**src/hw/rtl/substring_first_last_search_core_defines.svh**
```systemverilog
// ---------------------------------------------------------------------------
// Substring search assertion macros
// Shared concurrent assertion forms for the substring search core.
// ---------------------------------------------------------------------------
`ifndef SUBSTRING_FIRST_LAST_SEARCH_CORE_DEFINES_SVH
`define SUBSTRING_FIRST_LAST_SEARCH_CORE_DEFINES_SVH

`ifndef SYNTHESIS

// The consequent must hold in the same cycle as the antecedent.
`define SFLS_ASSERT_SAME(lbl, clk, rstn, ante, cons) \
    lbl: assert property (@(posedge clk) disable iff (!(rstn)) (ante) |-> (cons)) \
        else $error("sfls assertion failed");

// The consequent must hold in the cycle after the antecedent.
`define SFLS_ASSERT_NEXT(lbl, clk, rstn, ante, cons) \
    lbl: assert property (@(posedge clk) disable iff (!(rstn)) (ante) |=> (cons)) \
        else $error("sfls assertion failed");

`else

`define SFLS_ASSERT_SAME(lbl, clk, rstn, ante, cons)
`define SFLS_ASSERT_NEXT(lbl, clk, rstn, ante, cons)

`endif

`endif

```
**src/hw/rtl/sfls_pkg.sv**
```systemverilog
// ---------------------------------------------------------------------------
// Substring search package
// Shared constants, codes, types and the pattern byte selector.
// ---------------------------------------------------------------------------
`default_nettype none

package sfls_pkg;

    localparam int CFG_DATA_W = 64;
    localparam int LEN_REG_W  = 5;
    localparam int PAT_IDX_W  = 6;
    localparam int MATCH_W    = 32;

    typedef enum logic [1:0] {
        CFG_PATTERN_LOW      = 2'd0,
        CFG_PATTERN_HIGH     = 2'd1,
        CFG_PATTERN_LENGTH   = 2'd2,
        CFG_SEARCH_DIRECTION = 2'd3
    } t_cfg_addr;

    typedef enum logic [1:0] {
        ST_FOUND     = 2'd0,
        ST_NOT_FOUND = 2'd1,
        ST_TOO_LONG  = 2'd2
    } t_status;

    typedef struct packed {
        logic advance;
        logic last;
    } t_step;

    typedef struct packed {
        logic               found;
        logic [MATCH_W-1:0] match_index;
        t_status            status;
    } t_result;

    // Pattern bytes past the two configuration words read as zero.
    function automatic logic [7:0] pattern_byte(
        input logic [CFG_DATA_W-1:0] lo,
        input logic [CFG_DATA_W-1:0] hi,
        input logic [PAT_IDX_W-1:0]  k
    );
        logic [7:0] b;
        b = '0;
        if (k < PAT_IDX_W'(8)) begin
            b = lo[{k[2:0], 3'b000} +: 8];
        end else if (k < PAT_IDX_W'(16)) begin
            b = hi[{k[2:0], 3'b000} +: 8];
        end
        return b;
    endfunction

endpackage

`default_nettype wire

```
**src/hw/rtl/sfls_in_if.sv**
```systemverilog
// ---------------------------------------------------------------------------
// Substring search input channel
// Valid/ready channel carrying one text byte and its end-of-text flag.
// ---------------------------------------------------------------------------
`default_nettype none

interface sfls_in_if;
    logic       valid;
    logic       ready;
    logic [7:0] text_byte;
    logic       last_byte;

    modport source (output valid, output text_byte, output last_byte, input ready);
    modport sink (input valid, input text_byte, input last_byte, output ready);
endinterface

`default_nettype wire

```
**src/hw/rtl/sfls_out_if.sv**
```systemverilog
// ---------------------------------------------------------------------------
// Substring search result channel
// Valid/ready channel carrying one search result per text.
// ---------------------------------------------------------------------------
`default_nettype none

interface sfls_out_if;
    logic        valid;
    logic        ready;
    logic        found;
    logic [31:0] match_index;
    logic [1:0]  status;

    modport source (output valid, output found, output match_index, output status, input ready);
    modport sink (input valid, input found, input match_index, input status, output ready);
endinterface

`default_nettype wire

```
**src/hw/rtl/sfls_window.sv**
```systemverilog
// ---------------------------------------------------------------------------
// Substring search window
// Shift line of recent text bytes and the parallel compare with the pattern.
// ---------------------------------------------------------------------------
`default_nettype none

module sfls_window
    import sfls_pkg::*;
#(
    parameter int MAX_PATTERN = 16,
    parameter int LEN_W       = 5
) (
    input  wire                        i_clk,
    input  wire                        i_rst_n,
    input  t_step                      i_step,
    input  wire  [7:0]                 i_byte,
    input  wire  [CFG_DATA_W-1:0]      i_pat_lo,
    input  wire  [CFG_DATA_W-1:0]      i_pat_hi,
    input  wire  [LEN_W-1:0]           i_plen,
    output logic                       o_hit
);

    logic [7:0] r_recent [MAX_PATTERN];
    logic [7:0] n_window [MAX_PATTERN];

    always_comb begin
        n_window[0] = i_byte;
        for (int j = 1; j < MAX_PATTERN; j++) begin
            n_window[j] = r_recent[j-1];
        end
    end

    // Window entry j lines up with pattern byte plen-1-j.
    always_comb begin
        logic [LEN_W-1:0] pidx;
        o_hit = 1'b1;
        pidx  = '0;
        for (int j = 0; j < MAX_PATTERN; j++) begin
            if (LEN_W'(j) < i_plen) begin
                pidx = i_plen - LEN_W'(1) - LEN_W'(j);
                if (n_window[j] != pattern_byte(i_pat_lo, i_pat_hi, PAT_IDX_W'(pidx))) begin
                    o_hit = 1'b0;
                end
            end
        end
    end

    always_ff @(posedge i_clk) begin
        if (!i_rst_n) begin
            for (int j = 0; j < MAX_PATTERN; j++) begin
                r_recent[j] <= '0;
            end
        end else if (i_step.advance) begin
            for (int j = 0; j < MAX_PATTERN; j++) begin
                r_recent[j] <= i_step.last ? 8'd0 : n_window[j];
            end
        end
    end

endmodule

`default_nettype wire

```
**src/hw/rtl/sfls_track.sv**
```systemverilog
// ---------------------------------------------------------------------------
// Substring search tracker
// Byte count, kept match start and the end-of-text result.
// ---------------------------------------------------------------------------
`default_nettype none

module sfls_track
    import sfls_pkg::*;
#(
    parameter int INDEX_WIDTH = 32,
    parameter int LEN_W       = 5
) (
    input  wire              i_clk,
    input  wire              i_rst_n,
    input  t_step            i_step,
    input  wire              i_hit,
    input  wire  [LEN_W-1:0] i_plen,
    input  wire              i_dir,
    output t_result          o_result
);

    logic [INDEX_WIDTH-1:0] r_seen;
    logic                   r_match;
    logic [INDEX_WIDTH-1:0] r_start;
    logic [INDEX_WIDTH-1:0] n_seen;
    logic                   n_match;
    logic [INDEX_WIDTH-1:0] n_start;
    logic [INDEX_WIDTH-1:0] plen_ext;
    logic                   eligible;
    logic                   take;

    always_comb begin
        plen_ext = INDEX_WIDTH'(i_plen);
        n_seen   = (&r_seen) ? r_seen : r_seen + INDEX_WIDTH'(1);
        eligible = n_seen >= plen_ext;
        take     = eligible && i_hit && (i_dir || !r_match);
        n_match  = r_match || take;
        n_start  = take ? n_seen - plen_ext : r_start;
    end

    always_comb begin
        o_result = '0;
        if (!eligible) begin
            o_result.status = ST_TOO_LONG;
        end else if (n_match) begin
            o_result.found       = 1'b1;
            o_result.match_index = MATCH_W'(n_start);
            o_result.status      = ST_FOUND;
        end else begin
            o_result.status = ST_NOT_FOUND;
        end
    end

    always_ff @(posedge i_clk) begin
        if (!i_rst_n) begin
            r_seen  <= '0;
            r_match <= 1'b0;
            r_start <= '0;
        end else if (i_step.advance) begin
            if (i_step.last) begin
                r_seen  <= '0;
                r_match <= 1'b0;
                r_start <= '0;
            end else begin
                r_seen  <= n_seen;
                r_match <= n_match;
                r_start <= n_start;
            end
        end
    end

endmodule

`default_nettype wire

```
**src/hw/rtl/substring_first_last_search_core.sv**
```systemverilog
// ---------------------------------------------------------------------------
// Substring first/last search core
// Streams text bytes and reports the first or last match of a short pattern.
// ---------------------------------------------------------------------------
// Text enters on i_in one byte per word; last_byte marks the end of a text.
// One result word leaves on o_out for each text, carrying found, the match
// start offset and a status code (found, not found, pattern longer than text).
// Bytes that are not the last of a text produce no result word.
// The user writes the pattern, its length and the search direction through
// the configuration port only while no text is in flight; the block itself
// does not enforce this. A byte is held in an input register and then
// processed: the window compare and the match tracking run in one
// combinational stage feeding the result register. The result word is valid
// once the final byte has left the input register and its result has been
// loaded into the result register. One byte is taken every cycle while no final byte is held.
// If the result register is full and o_out is stalled, a final byte waits in
// the input register and i_in drops ready; ordinary bytes keep flowing.
// Synchronous reset clears the window, the counters, the pipeline valids and
// restores the pattern length to one and the direction to first match.
// ---------------------------------------------------------------------------
`default_nettype none

`include "substring_first_last_search_core_defines.svh"

module substring_first_last_search_core
    import sfls_pkg::*;
#(
    parameter int MAX_PATTERN = 16,
    parameter int INDEX_WIDTH = 32
) (
    input  wire                   i_clk,
    input  wire                   i_rst_n,
    sfls_in_if.sink               i_in,
    sfls_out_if.source            o_out,
    input  wire                   i_cfg_we,
    input  t_cfg_addr             i_cfg_addr,
    input  wire  [CFG_DATA_W-1:0] i_cfg_wdata
);

    localparam int LEN_W = $clog2(MAX_PATTERN + 1);
    localparam int CMP_W = (LEN_W > LEN_REG_W) ? LEN_W : LEN_REG_W;

    logic [CFG_DATA_W-1:0] r_pat_lo;
    logic [CFG_DATA_W-1:0] r_pat_hi;
    logic [LEN_REG_W-1:0]  r_pat_len;
    logic                  r_dir;

    logic                  r_in_valid;
    logic [7:0]            r_in_byte;
    logic                  r_in_last;

    logic                  r_out_valid;
    t_result               r_result;

    logic [CMP_W-1:0]      len_ext;
    logic [CMP_W-1:0]      len_act;
    logic [LEN_W-1:0]      plen;
    logic                  out_free;
    t_step                 step;
    logic                  hit;
    t_result               n_result;

    always_ff @(posedge i_clk) begin
        if (!i_rst_n) begin
            r_pat_lo  <= '0;
            r_pat_hi  <= '0;
            r_pat_len <= LEN_REG_W'(1);
            r_dir     <= 1'b0;
        end else if (i_cfg_we) begin
            unique case (i_cfg_addr)
                CFG_PATTERN_LOW:      r_pat_lo  <= i_cfg_wdata;
                CFG_PATTERN_HIGH:     r_pat_hi  <= i_cfg_wdata;
                CFG_PATTERN_LENGTH:   r_pat_len <= i_cfg_wdata[LEN_REG_W-1:0];
                CFG_SEARCH_DIRECTION: r_dir     <= i_cfg_wdata[0];
                default: begin
                end
            endcase
        end
    end

    // A zero length acts as one; lengths past the window saturate.
    always_comb begin
        len_ext = CMP_W'(r_pat_len);
        if (len_ext == '0) begin
            len_act = CMP_W'(1);
        end else if (len_ext > CMP_W'(MAX_PATTERN)) begin
            len_act = CMP_W'(MAX_PATTERN);
        end else begin
            len_act = len_ext;
        end
        plen = len_act[LEN_W-1:0];
    end

    assign out_free     = !r_out_valid || o_out.ready;
    assign step.advance = r_in_valid && (!r_in_last || out_free);
    assign step.last    = r_in_last;
    assign i_in.ready   = !r_in_valid || step.advance;

    always_ff @(posedge i_clk) begin
        if (!i_rst_n) begin
            r_in_valid <= 1'b0;
        end else if (i_in.valid && i_in.ready) begin
            r_in_valid <= 1'b1;
        end else if (step.advance) begin
            r_in_valid <= 1'b0;
        end
    end

    always_ff @(posedge i_clk) begin
        if (i_in.valid && i_in.ready) begin
            r_in_byte <= i_in.text_byte;
            r_in_last <= i_in.last_byte;
        end
    end

    sfls_window #(
        .MAX_PATTERN (MAX_PATTERN),
        .LEN_W       (LEN_W)
    ) u_window (
        .i_clk    (i_clk),
        .i_rst_n  (i_rst_n),
        .i_step   (step),
        .i_byte   (r_in_byte),
        .i_pat_lo (r_pat_lo),
        .i_pat_hi (r_pat_hi),
        .i_plen   (plen),
        .o_hit    (hit)
    );

    sfls_track #(
        .INDEX_WIDTH (INDEX_WIDTH),
        .LEN_W       (LEN_W)
    ) u_track (
        .i_clk    (i_clk),
        .i_rst_n  (i_rst_n),
        .i_step   (step),
        .i_hit    (hit),
        .i_plen   (plen),
        .i_dir    (r_dir),
        .o_result (n_result)
    );

    always_ff @(posedge i_clk) begin
        if (!i_rst_n) begin
            r_out_valid <= 1'b0;
        end else if (step.advance && step.last) begin
            r_out_valid <= 1'b1;
        end else if (o_out.ready) begin
            r_out_valid <= 1'b0;
        end
    end

    always_ff @(posedge i_clk) begin
        if (step.advance && step.last) begin
            r_result <= n_result;
        end
    end

    assign o_out.valid       = r_out_valid;
    assign o_out.found       = r_result.found;
    assign o_out.match_index = r_result.match_index;
    assign o_out.status      = r_result.status;

    `SFLS_ASSERT_SAME(a_no_match_zero_index, i_clk, i_rst_n,
        (o_out.valid && o_out.status != ST_FOUND),
        (!o_out.found && o_out.match_index == '0))

    `SFLS_ASSERT_NEXT(a_final_byte_held, i_clk, i_rst_n,
        (r_in_valid && r_in_last && !out_free),
        (r_in_valid && r_in_last))

    `SFLS_ASSERT_NEXT(a_final_byte_yields_word, i_clk, i_rst_n,
        (step.advance && step.last),
        (o_out.valid))

endmodule

`default_nettype wire

```
**src/flat_wrapper.sv**
```systemverilog
// flat-port wrapper written by rule: the top's interface ports become plain ports
module substring_first_last_search_core_flat import sfls_pkg::*;
#(
    parameter int MAX_PATTERN = 16,
    parameter int INDEX_WIDTH = 32
)
  (i_clk, i_rst_n, i_cfg_we, i_cfg_addr, i_cfg_wdata, i_in_valid, i_in_text_byte, i_in_last_byte, i_in_ready, o_out_valid, o_out_found, o_out_match_index, o_out_status, o_out_ready);
  sfls_in_if i_in_i ();
  sfls_out_if o_out_i ();
  input  wire i_clk;
  input  wire i_rst_n;
  input  wire i_cfg_we;
  input  t_cfg_addr i_cfg_addr;
  input  wire  [CFG_DATA_W-1:0] i_cfg_wdata;
  input wire logic [$bits(i_in_i.valid)-1:0] i_in_valid;
  input wire logic [$bits(i_in_i.text_byte)-1:0] i_in_text_byte;
  input wire logic [$bits(i_in_i.last_byte)-1:0] i_in_last_byte;
  output wire logic [$bits(i_in_i.ready)-1:0] i_in_ready;
  output wire logic [$bits(o_out_i.valid)-1:0] o_out_valid;
  output wire logic [$bits(o_out_i.found)-1:0] o_out_found;
  output wire logic [$bits(o_out_i.match_index)-1:0] o_out_match_index;
  output wire logic [$bits(o_out_i.status)-1:0] o_out_status;
  input wire logic [$bits(o_out_i.ready)-1:0] o_out_ready;
  assign i_in_i.valid = i_in_valid;
  assign i_in_i.text_byte = i_in_text_byte;
  assign i_in_i.last_byte = i_in_last_byte;
  assign i_in_ready = i_in_i.ready;
  assign o_out_valid = o_out_i.valid;
  assign o_out_found = o_out_i.found;
  assign o_out_match_index = o_out_i.match_index;
  assign o_out_status = o_out_i.status;
  assign o_out_i.ready = o_out_ready;
  substring_first_last_search_core #(.MAX_PATTERN(MAX_PATTERN), .INDEX_WIDTH(INDEX_WIDTH)) u_core (.i_clk(i_clk), .i_rst_n(i_rst_n), .i_in(i_in_i), .o_out(o_out_i), .i_cfg_we(i_cfg_we), .i_cfg_addr(i_cfg_addr), .i_cfg_wdata(i_cfg_wdata));
endmodule
```
**config.mk**
```make
export PLATFORM = sky130hd
export DESIGN_NAME = substring_first_last_search_core_flat
export DESIGN_NICKNAME = d
export VERILOG_FILES = /design/src/hw/rtl/sfls_pkg.sv /design/src/hw/rtl/sfls_in_if.sv /design/src/hw/rtl/sfls_out_if.sv /design/src/hw/rtl/sfls_window.sv /design/src/hw/rtl/sfls_track.sv /design/src/hw/rtl/substring_first_last_search_core.sv /design/src/flat_wrapper.sv
export VERILOG_INCLUDE_DIRS = /design/src /design/src/hw/rtl
export SDC_FILE = /design/constraint.sdc
export NUM_CORES = 1
export LEC_CHECK = 0
export BUFFER_PORTS_ARGS = -buffer_cell sky130_fd_sc_hd__buf_2
export CAP_MARGIN = 20
export CORE_MARGIN = 3
export CORE_UTILIZATION = 45
export CTS_BUF_LIST = sky130_fd_sc_hd__clkbuf_16
export CTS_CLUSTER_DIAMETER = 150
export DETAILED_ROUTE_END_ITERATION = 8
export GPL_ROUTABILITY_DRIVEN = 0
export MAX_ROUTING_LAYER = met4
export PLACE_DENSITY = 0.64
export SYNTH_ARGS = -nofsm -noshare
export SYNTH_HDL_FRONTEND = slang
export SYNTH_HIERARCHICAL = 1
export SYNTH_SLANG_ARGS = --single-unit
```
**constraint.sdc**
```tcl
create_clock -name i_clk -period 22.4 [get_ports i_clk]
set_input_delay 0 -clock i_clk [delete_from_list [all_inputs] [get_ports i_clk]]
set_output_delay 0 -clock i_clk [all_outputs]
set_load 0.02 [all_outputs]
```
### Yosys cells after proc, flatten, opt, wreduce, memory -nomap -nowiden

Memory sizes are Yosys's and may differ from the RTL's.
Index checks and enable logic that the tools add are counted.

| word-level totals | value |
|---|---|
| bits in registers | 245 |
| bits in writable memories | 128 |
| input bits | 80 |
| output and inout port bits | 37 |
| logic and storage cells | 303 |
| memories kept | 1 |

Memory list:

| name | words | width | read ports | clocked after memory_dff | wr ports | line | text |
|---|---|---|---|---|---|---|---|
| u_core.u_window.r_recent | 16 | 8 | 15 | 0 | 16 | sfls_window.sv:23 | `logic [7:0] r_recent [MAX_PATTERN];` |

| cells by class | value |
|---|---|
| add/subtract/negate cells | 18 |
| $lt $le $gt $ge | 50 |
| equal/unequal tests | 19 |
| shift operators | 32 |
| multiplexer cells | 129 |
| bitwise operators | 16 |
| reductions and logical operators | 24 |

Operator list:

| cell | count |
|---|---|
| $shiftx A64 B7 Y8 | 32 |
| $mux W8 | 80 |
| $mux W32 | 4 |
| $ne A8 B8 Y1 | 16 |
| $lt A5 B4 Y1 const B | 16 |
| $lt A5 B5 Y1 const B | 16 |
| $mux W1 | 42 |
| $lt A4 B5 Y1 const A | 8 |
| $sub A5 B4 Y5 const B | 8 |
| $mux W33 | 1 |
| $add A32 B1 Y32 const B | 1 |
| $ge A32 B5 Y1 | 1 |
| $reduce_and A32 Y1 | 1 |
| $sub A32 B5 Y32 | 1 |
| $lt A3 B5 Y1 const A | 4 |
| $sub A5 B3 Y5 const B | 4 |
| $or A1 B1 Y1 | 16 |
| $lt A1 B5 Y1 const A | 2 |
| $lt A2 B5 Y1 const A | 2 |
| $mux W5 | 2 |
| $reduce_and A2 Y1 | 5 |
| $sub A5 B1 Y5 const B | 2 |
| $sub A5 B2 Y5 const B | 2 |
| $gt A5 B5 Y1 const B | 1 |
| 8 further kinds | 21 |

### Logic depth before layout (Yosys ltp)

| logic depth | value |
|---|---|
| word-level depth | 45 |
| mapped depth | 36 |
| depth with buffers taken out | 23 |

### Hierarchy

The synthesis kept the hierarchy.

By module, submodules not included:

| module | times used | cells each | area an instance (µm²) | sequential area each (µm²) |
|---|---|---|---|---|
| sfls_window | 1 | 1419 | 14825.5 | 3603.5 |
| substring_first_last_search_core | 1 | 570 | 6571.3 | 4043.9 |
| sfls_track | 1 | 639 | 4922.2 | 1301.2 |

### Worst setup path after synthesis

No wires, ideal clock.

| timing | value |
|---|---|
| path kind | register -> register |
| from | register u_core.r_pat_len[1], in the netlist u_core/len_ext[1] |
| to | register u_core.r_result, in the netlist u_core/o_out.match_index[16], data pin |
| setup time | 0.275 ns |
| arrival | 7.023 ns |
| data required time | 22.125 ns |
| slack | 15.102 ns |
| cell stages (with the launch flop) | 31 |
| path buffers | 11 |
| clock period less this slack | 7.298 ns |
| cell sequence | dfxtp_1 -> or3_1 -> a21oi_1 -> buf_6 -> inv_2 -> buf_1 -> clkbuf_1 -> ha_1 -> buf_4 -> buf_6 -> buf_6 -> buf_6 -> buf_2 -> inv_1 -> ha_1 -> inv_1 -> o32ai_2 -> or4_4 -> buf_6 -> nand2_2 -> mux4_2 -> a221oi_1 -> nand4_1 -> or4_1 -> o21ai_1 -> nand4bb_1 -> nor3_2 -> o21a_1 -> clkbuf_1 -> clkbuf_1 -> a211oi_1 |

| on the way | value |
|---|---|
| longest elaborated chain between the ends | 45 |
| elaborated cells between the ends (all ways) | 203 |
| those cells by class | 17 x add/sub; 50 x order compare; 16 x eq/ne; 32 x shift; 83 x mux; 5 x reduce/logical |

Ends and longest elaborated chain:

| item | line | text |
|---|---|---|
| start, declared | substring_first_last_search_core.sv:45 | `logic [LEN_REG_W-1:0] r_pat_len;` |
| start signal, assigned | substring_first_last_search_core.sv:73 | `CFG_PATTERN_LENGTH: r_pat_len <= i_cfg_wdata[LEN_REG_W-1:0];` |
| $gt A5 B5 Y1 | substring_first_last_search_core.sv:86 | `end else if (len_ext > CMP_W'(MAX_PATTERN)) begin` |
| $mux W5 | substring_first_last_search_core.sv:86 |  |
| $mux W5 * | substring_first_last_search_core.sv:84 | `if (len_ext == '0) begin` |
| net u_core.len_act[0] | substring_first_last_search_core.sv:56 | `logic [CMP_W-1:0] len_act;` |
| parallel branches: the longest is 37 deep, another holds $sub A5 B1 Y5 | - |  |
| $mux W1 * | sfls_window.sv:39 | `if (LEN_W'(j) < i_plen) begin` |
| net u_core.hit | substring_first_last_search_core.sv:60 | `logic hit;` |
| $logic_and A1 B1 Y1 * (2 in series) | sfls_track.sv:36 | `take = eligible && i_hit && (i_dir \|\| !r_match);` |
| $logic_or A1 B1 Y1 | sfls_track.sv:37 | `n_match = r_match \|\| take;` |
| $reduce_and A2 Y1 (no source line) | - |  |
| end signal, assigned | substring_first_last_search_core.sv:155 | `r_result <= n_result;` |
| end, declared | substring_first_last_search_core.sv:53 | `t_result r_result;` |

Mark *: on every way through the listed nets, which the timed path passes. The select of a mux whose other input is x is not followed.
A chain may end at the register's enable or synchronous reset.

### Worst setup path after layout

| timing | value |
|---|---|
| from | register u_core.r_pat_len[1], in the netlist u_core/len_ext[1] |
| to | register u_core.u_track.r_start[23] |

| on the way | value |
|---|---|
| longest elaborated chain between the ends | 45 |
| elaborated cells between the ends (all ways) | 202 |
| those cells by class | 17 x add/sub; 50 x order compare; 16 x eq/ne; 32 x shift; 84 x mux; 3 x reduce/logical |

Ends and longest elaborated chain:

| item | line | text |
|---|---|---|
| $gt A5 B5 Y1 | substring_first_last_search_core.sv:86 |  |
| $mux W5 | substring_first_last_search_core.sv:86 |  |
| $mux W5 * | substring_first_last_search_core.sv:84 |  |
| net u_core.len_act[0] | substring_first_last_search_core.sv:56 |  |
| parallel branches: the longest is 37 deep, another holds $sub A5 B1 Y5 | - |  |
| $mux W1 * | sfls_window.sv:39 |  |
| net u_core.hit | substring_first_last_search_core.sv:60 |  |
| $logic_and A1 B1 Y1 * (2 in series) | sfls_track.sv:36 |  |
| $mux W32 * | sfls_track.sv:38 | `n_start = take ? n_seen - plen_ext : r_start;` |
| $mux W32 * | sfls_track.sv:60 | `if (i_step.last) begin` |
| end signal, assigned | sfls_track.sv:67 | `r_start <= n_start;` |
| end, declared | sfls_track.sv:24 | `logic [INDEX_WIDTH-1:0] r_start;` |

Marked as above.

==> metrics.txt <==
initial antenna violation count=4; residual DRC count=0; Slew HR=27.01%; final hold viol count=0; status=finished, final reports clean; layout cells sized above 1=approximately 17%; type of origin of the critical path=flip-flop; crit end category=flip-flop; Num CTS Buffers=42; Min-Delay Path Class=in2reg; Fin Clk Skew=around 0.047 ns; Routed Antenna Nets=0; vias per cell=6.347; Buffers on Ports=roughly 120; Syn. warnings=6; Die ar.=between 60000 and 70000 um2; HPWL after detailed placement=between 60000 and 70000 um; post-CTS setup buffer count=0; pre-CTS setup slack=roughly 13 ns; EDFF count, synth=164; DR WL/cell=24.55 um; R2R Setup Slk=13.30 ns; IO Pins=117; Clock transition at path regs=0.06 ns; hold depth=2; Syn Area/Cell=approximately 10 um2; total grt overflow=0; Post-Synthesis Cell Area=26320 um2; Unique masters post-synth=104; num rows=88; largest net degree at the start of global routing=121; first-pass GRT wire length=130000 um; leak pwr=approximately 0.012 uW; Die Ht=between 200 and 250 um; RSZ-0062 raised after global routing=false; Non-Filler Instances=3524; Crit Reg-Reg Endpoint=u_core/u_track/r_start[23]$_SDFFE_PN0P_; vias after detailed routing=22370; Fin Setup TNS=0 ns; vias in the first global route=20910; period utilisation layout=around two fifths; hold path start=i_in_text_byte[6]; CTS Buffer Depth=3; Layout Area Growth over Synthesis=11.83%; core area=between 50000 and 60000 um2; die width=between 200 and 250 um; DRT Pass-1 Iters=6; RR Startpoint=u_core/len_ext[1]$_SDFFE_PN0P_; Final WS setup=13.30 ns; Syn Nets=2730; critical path type=reg2reg; fmax=109.9 MHz; initial cell density of the core=between 40% and 50%; Power Density=61.87 nW/um2; H-tree levels=2; # setup viols final=0; peak supply drop=between 0.05 and 0.06 mV; Tot GR Track Use=28.48%; total power=roughly 1800 uW; hold endpoint=u_core/r_in_byte[6]$_DFFE_PP_; actual slew at the worst max-slew pin=1.090 ns; drt first-iter violations=2573; Synth Flop Type=dfxtp_1; CTS tree=built; Root Driver=clkbuf_16; asr flop ratio synth=0%; Slew Viols, Final=0; cts hold-fix bufs=84; clk sink count=approximately 370; Yosys reg bits=between 300 and 400; Skew-Pair Late Insertion Delay=0.60 ns; crit path max fanout=36; Critical Path AT=between 9 and 10 ns; crit path time final=9.096 ns; Critical Path RT=22.89 ns; sequential area share after synthesis=34.00%; Cells after Synth=2628; placed cells=3355; Max-Cap Viols=0; Layout Nets=2823; post-CTS sizing=0; reg2reg path depth=26; DRT Wirelength=86530 um
==> placed cells by master (no fill, tap or decap), drive strengths merged, types with 26 or more instances in the layout <==
cell         Yosys  final
o21ai           83     83
nand2          334    334
nand3           38     38
nor3            37     37
mux2i          349    349
a22oi           30     30
mux4           116    116
dfxtp          201    201
xor2            68     68
clkbuf          75     42
nor2b           40     40
nor4            26     26
o22ai           28     28
dlygate4sd3      0     84
inv             77     90
a31oi           27     27
and2            63     63
edfxtp         164    164
buf            107    147
nand4           40     40
nor2            96     96
and3            88     88
mux2            70     70
xnor2           85     85
a21oi           92     92
==> through the flow <==
step	hold WS, ns	area [um2]	util [%]
2_1_floorplan	0.09887	26320	-
3_3_place_gp	0.1782	27150	46.97
3_5_place_dp	0.1820	27160	46.99
4_1_cts	0.1287	29350	50.78
5_1_grt	0.1568	29430	50.92
6_report	0.1495	29430	50.92
==> critical path, cell delays in order, from the launching register on <==
cell and delay (ns):
dfxtp_1 0.32, or3_1 0.41, a21oi_4 0.32, inv_2 0.04
buf_4 0.32, ha_4 0.33, xor2_4 0.16, buf_4 0.45
inv_2 0.56, ha_1 0.43, inv_1 0.07, o32ai_2 0.12
o31ai_2 0.66, nand2_2 0.33, mux2i_1 0.22, or3_1 0.38
a32oi_1 0.28, nand4_1 0.25, or4_1 0.61, o21ai_1 0.19
nand4bb_1 0.13, nor3_2 0.49, o21a_1 0.20, buf_4 0.30
o41a_1 0.66, a21oi_4 0.36, a22o_1 0.33
==> sequential cells by signal (all words and copies together) (netlist names) <==
name,flops
u_core/o_out.found,1
u_core/r_in_valid,1
u_core/r_pat_lo,64
u_core/o_out.status,2
u_core/u_track/r_match,1
u_core/u_track/r_seen,32
u_core/o_out.valid,1
u_core/r_in_last,1
u_core/o_out.match_index,32
u_core/r_in_byte,8
u_core/len_ext,5
u_core/u_track/r_start,32
u_core/r_dir,1
u_core/u_window/r_recent,120
u_core/r_pat_hi,64
==> synthesized netlist by cell type, types with 19 or more instances <==
cell      count  area, um2
o21ai_0      75      375.4
and2_1       61      381.6
nand2_1     332       1246
edfxtp_1    164       4925
a21oi_1      89      445.4
xnor2_1      81      709.4
a22oi_1      30      225.2
nand4_1      36      225.2
clkbuf_1     75      281.5
ha_1         21      262.8
a22o_1       22      192.7
dfxtp_1     201       4024
a211oi_1     22      165.2
buf_6        19      214.0
nor4_1       21      131.4
and3_1       87      544.3
buf_2        56      280.3
nor4b_1      19      166.4
nand3_1      38      190.2
a31oi_1      27      168.9
nor3_1       35      175.2
inv_1        74      277.8
mux2i_1     349       3493
o22ai_1      28      175.2
nor2b_1      40      250.2
xor2_1       68      595.6
or3_1        22      137.6
mux4_2      116       2613
mux2_2       70      788.3
nor2_1       93      349.1
==> logic make-up (layout without fill, tap and decap cells) <==
kind of cell,count (synthesis),count (layout),synth area share [%]
xor gates and xnor gates,155,155,5.420
adders and majority gates,23,23,1.117
buffers and inverters,259,386,5.101
DFF,365,365,34.00
and+or+nand+nor,885,885,17.71
muxes,535,535,26.19
other,0,4,0
AOI/OAI and AO/OA,406,406,10.45
==> power breakdown <==
group | switching (uW) | total [uW] | internal (uW)
combinational | 236 | 391 | 155
sequential | 31.0 | 753 | 722
clock | 296 | 677 | 381
total | 562 | 1820 | 1260
==> layout make-up <==
| class | count | area [um2] |
|---|---|---|
| fill | 5199 | 28370 |
| multi-input combinational | 2004 | 16160 |
| sequential | 365 | 8949 |
| timing repair buffer | 231 | 1715 |
| clock buffer | 42 | 1051 |
| tap | 765 | 957.2 |
| clock inverter | 36 | 296.5 |
| inverter | 77 | 289.0 |
| antenna | 4 | 10.01 |
==> worst max path at each step <==
stage                     slack [ns]  cells after the start                                       to                      startpoint
after floorplan                15.10                     30   u_core/o_out.match_index[16]$_DFFE_PP_  u_core/len_ext[1]$_SDFFE_PN0P_
after global placement         13.38                     22  u_core/u_track/r_start[19]$_SDFFE_PN0P_  u_core/len_ext[1]$_SDFFE_PN0P_
after global routing           12.83                     24  u_core/u_track/r_start[22]$_SDFFE_PN0P_  u_core/len_ext[1]$_SDFFE_PN0P_
after detailed placement       13.16                     22  u_core/u_track/r_start[22]$_SDFFE_PN0P_  u_core/len_ext[1]$_SDFFE_PN0P_
final                          13.30                     26  u_core/u_track/r_start[23]$_SDFFE_PN0P_  u_core/len_ext[1]$_SDFFE_PN0P_
after CTS                      13.15                     22  u_core/u_track/r_start[22]$_SDFFE_PN0P_  u_core/len_ext[1]$_SDFFE_PN0P_
==> routing by layer <==
metal  GRT usage, %  part of all wire, %
met2          42.56                   45
met1          38.16                   42
met3          5.326                  9.1
met5              -                    0
met4          11.48                  4.6
Power figures use the tool's default switching activity.
